`src/design/bpc_divider.sv`:
```
// ----------------------------------------------------------------------------
// Pipelined unsigned divider
// Restoring division, one quotient bit per register stage, with a side word
// carried alongside each dividend.
// ----------------------------------------------------------------------------
`default_nettype none

module bpc_divider #(
  parameter int NW = 32,
  parameter int DW = 17,
  parameter int SW = 1
) (
  input  wire logic          clk,
  input  wire logic          rst,
  input  wire logic          en,
  input  wire logic          in_valid,
  input  wire logic [NW-1:0] dividend,
  input  wire logic [DW-1:0] divisor,
  input  wire logic [SW-1:0] in_side,
  output logic               out_valid,
  output logic [NW-1:0]      quotient,
  output logic [SW-1:0]      out_side
);

  // Stage registers: partial remainder, shifting dividend/quotient word.
  logic [DW-1:0] rem_q  [NW];
  logic [NW-1:0] word_q [NW];
  logic [DW-1:0] dsr_q  [NW];
  logic [SW-1:0] side_q [NW];
  logic [NW-1:0] vld_q;

  for (genvar k = 0; k < NW; k++) begin : g_stage
    logic [DW-1:0] r_in;
    logic [NW-1:0] w_in;
    logic [DW-1:0] d_in;
    logic [SW-1:0] s_in;
    logic          v_in;
    logic [DW:0]   trial;
    logic [DW:0]   diff;
    logic          ge;

    if (k == 0) begin : g_first
      assign r_in = '0;
      assign w_in = dividend;
      assign d_in = divisor;
      assign s_in = in_side;
      assign v_in = in_valid;
    end else begin : g_next
      assign r_in = rem_q[k-1];
      assign w_in = word_q[k-1];
      assign d_in = dsr_q[k-1];
      assign s_in = side_q[k-1];
      assign v_in = vld_q[k-1];
    end

    // Bring down the next dividend bit and try the subtraction.
    assign trial = {r_in, w_in[NW-1]};
    assign diff  = trial - {1'b0, d_in};
    assign ge    = (trial >= {1'b0, d_in});

    always_ff @(posedge clk) begin
      if (en) begin
        rem_q[k]  <= ge ? diff[DW-1:0] : trial[DW-1:0];
        word_q[k] <= {w_in[NW-2:0], ge};
        dsr_q[k]  <= d_in;
        side_q[k] <= s_in;
      end
    end

    always_ff @(posedge clk) begin
      if (rst) begin
        vld_q[k] <= 1'b0;
      end else if (en) begin
        vld_q[k] <= v_in;
      end
    end
  end

  assign out_valid = vld_q[NW-1];
  assign quotient  = word_q[NW-1];
  assign out_side  = side_q[NW-1];

endmodule

`default_nettype wire

```
`config.mk`:
```
export PLATFORM = sky130hd
export DESIGN_NAME = bpc_divider
export DESIGN_NICKNAME = d
export VERILOG_FILES = /design/src/design/bpc_divider.sv
export SDC_FILE = /design/constraint.sdc
export NUM_CORES = 2
export LEC_CHECK = 0
export ABC_AREA = 1
export BUFFER_PORTS_ARGS = -buffer_cell sky130_fd_sc_hd__buf_2
export CORE_ASPECT_RATIO = 0.5
export CORE_MARGIN = 10
export CORE_UTILIZATION = 25
export DETAILED_ROUTE_END_ITERATION = 6
export PLACE_DENSITY_LB_ADDON = 0.3
export SLEW_MARGIN = 20
export SYNTH_ARGS = -nofsm -noshare
export SYNTH_HDL_FRONTEND = slang
export SYNTH_SLANG_ARGS = --single-unit
```
`constraint.sdc`:
```
create_clock -name clk -period 3 [get_ports clk]
set_input_delay 0.15 -clock clk [delete_from_list [all_inputs] [get_ports clk]]
set_output_delay 0.15 -clock clk [all_outputs]
set_load 0.005 [all_outputs]
```
==> metrics.txt <==
status=finished, violations left; violated checks=design-rule violations; Syn Nets=11800; EDFF count, synth=2110; flops & latches, synth=2142; GRT Total Usage=between 10% and 20%; via count=71300; clock-pin slew on the worst setup and hold paths=60 ps; commonest non-fill, non-tap cell in the layout=nand2_1; clk sink count=2142; register area share after synthesis=between 50% and 60%; f_max=slightly below 400 MHz; slew at the pin with the worst max-slew slack=899 ps; Die Y=between 400 and 500 um; # setup viols final=0; Synth async-reset ratio=0%; global route total overflow=0; max cap viols=0; WL final=approximately 250 mm; path type of the worst setup path=reg2reg; CTS tree=done; initial drt markers=between 4000 and 5000; CTS buffer count=between 200 and 250; Die W=951 um; synthesized area=roughly 110000 um2; core area=430000 um2; Initial DRT Pass Iterations=7; dpl hpwl=187 mm; CP endpoint kind=register; Hold Crit Class=in2reg; Placed Area=116000 um2; drc violations=7; initial antenna violation count=3; vias in the first global route=71200; Setup Total Neg Slack=0 ps; Cell Count, Final, Fillers Out=17500; Layout area overhead=14.9%; PortBufs=87; GP Congestion=0.871; Clock Tree Buf Depth=4; post-layout min period=approximately 2600 ps; Final Cell Area=roughly 120000 um2; final hold violation count=0; Placed Instances=17000; Synth Area per Inst=9.70 um2; CTS root buf=clkbuf_16; Max Clock Skew=99.6 ps; first-pass GRT wire length=approximately 400 mm; cells after synthesis=11200; Yosys cell types=42; Worst VDD drop=0.000459 V; RSZ-0062 raised after global routing=no; Clock Latency Late Sink=950 ps; Synthesis Warnings=0; Final Max Slew Viols=0; final core utilization=28.9%; H-tree depth=4; nets@finish=12200; vias per std cell=4.07; Layout fillers=44900; Pwr Density=941 nW/um2; leakage=approximately 57 nW; final worst-path cycle share=between 80 and 90%; CP required=approximately 3600 ps; I/O pins=88; Rel. slew slack=40.0%; Die Footprint=461000 um2; Starting Density=25.2%; most frequent cells in the layout=nand2_1 (3984), edfxtp_1 (2110), inv_1 (2047); Routed Antenna Nets=0; layout cells sized above 1=under 10%; Critical Path Source Type=register; num rows=170; CP Data Arrival Time=3230 ps; WL per Instance=roughly 14 um; pin count of the biggest net entering global routing=128; Primary FF master, synth=edfxtp_1; crit path max fanout=18
==> power by group <==
part           total [mW]  internal, mW  leakage, nW  switching, mW
sequential           44.3          40.5         21.0           3.78
combinational        44.2          15.2         32.7           29.0
clock                28.6          16.4         3.57           12.3
total                 117          72.0         57.2           45.0
==> final cells by class <==
cell class,count,area (um2),area share (%)
Sequential cell,2142,64000,51.4
Inverter,2053,7710,6.19
Multi-Input combinational cell,6851,35600,28.6
Timing Repair Buffer,287,2550,2.05
Tap cell,5762,7210,5.79
Clock inverter,134,1470,1.18
Antenna cell,1,2.50,0.00201
Clock buffer,263,5870,4.72
==> logic make-up (layout without fill, tap and decap cells) <==
family / count (synthesis) / in the layout / share of synthesized area (%)
and+or+nand+nor: 5732 / 5732 / 22.8
buffers and inverters: 2170 / 2737 / 7.97
DFF: 2142 / 2142 / 59.1
adders and majority gates: 559 / 559 / 6.67
AOI/OAI and AO/OA: 348 / 348 / 1.70
xor gates and xnor gates: 212 / 212 / 1.72
other: 0 / 1 / 0
==> sequential cells by signal, indices dropped and copies added (netlist names) <==
register and cells:
word_q 1024, dsr_q 527, rem_q 527, side_q 32, g_stage.v_in 31, out_valid 1
==> stage by stage <==
stage | setup slack [ps] | hold slack, ps | power, mW
6_report | 396 | 187 | 117
3_3_place_gp | 335 | 326 | 88.9
3_5_place_dp | 324 | 329 | 89.2
5_1_grt | 191 | 219 | 127
4_1_cts | 335 | 114 | 119
2_1_floorplan | 877 | 219 | 76.9
==> what timing repair did <==
item,CTS,global route
resized for setup,0,0
setup endpoints to repair,0,0
setup buffers,0,0
endpoints found under the hold margin,324,0
hold buffers,106,0
==> worst paths after layout <==
| check | startpoint | endpoint | slack [ps] | cells past startpoint |
|---|---|---|---|---|
| max | dsr_q[0][102] | rem_q[0][123] | 400 | 13 |
| min | dividend[31] | rem_q[0][0] | 190 | 4 |
| max reg2reg | dsr_q[0][102] | rem_q[0][123] | 400 | 13 |
| min reg2reg | word_q[9][4] | word_q[10][5] | 360 | 0 |
==> worst max-delay path, stage by stage (launching register included) <==
cell and delay (ps):
edfxtp_1 490, ha_1 200, inv_1 70, fa_1 400, nand2_1 80, nand2_1 90, nand3b_1 120, nand2_2 90
nand2_1 100, nand2_2 80, nand2_4 220, nand2_4 220, nand2_1 110, nand2_1 80
==> Yosys cell counts (2+ instances only) <==
library cell	n	share of area, %
a21oi_1	315	1.5
and2_1	43	0.25
and3_1	28	0.16
buf_2	21	0.097
buf_4	53	0.37
buf_6	28	0.29
buf_8	3	0.042
clkbuf_1	11	0.038
dfxtp_1	32	0.59
edfxtp_1	2110	59
fa_1	30	0.55
ha_1	529	6.1
inv_1	2047	7.1
inv_2	6	0.021
nand2_1	3984	14
nand2_2	97	0.56
nand2_4	55	0.57
nand2_8	4	0.074
nand3_1	885	4.1
nand3b_1	24	0.17
nand4_1	55	0.32
nor2_1	389	1.3
nor2_2	30	0.17
nor2_4	29	0.30
nor3_1	36	0.17
nor4_1	2	0.012
nor4_4	28	0.55
o21a_1	11	0.076
o21ai_0	3	0.014
o21ai_2	15	0.12
o21bai_1	3	0.021
or2_0	9	0.052
or2_1	29	0.17
xnor2_1	30	0.24
xor2_1	182	1.5
==> per-layer routing <==
layer / vias to the layer above / track usage, % / wire [um]
met2: 935 / 18.9 / 124000
met4: 0 / 2.93 / 6810
li1: 36800 / - / -
met3: 426 / 1.79 / 9390
met1: 33100 / 13.0 / 110000
met5: - / 0 / 0
Note: power is estimated with default switching activity, not from simulation.
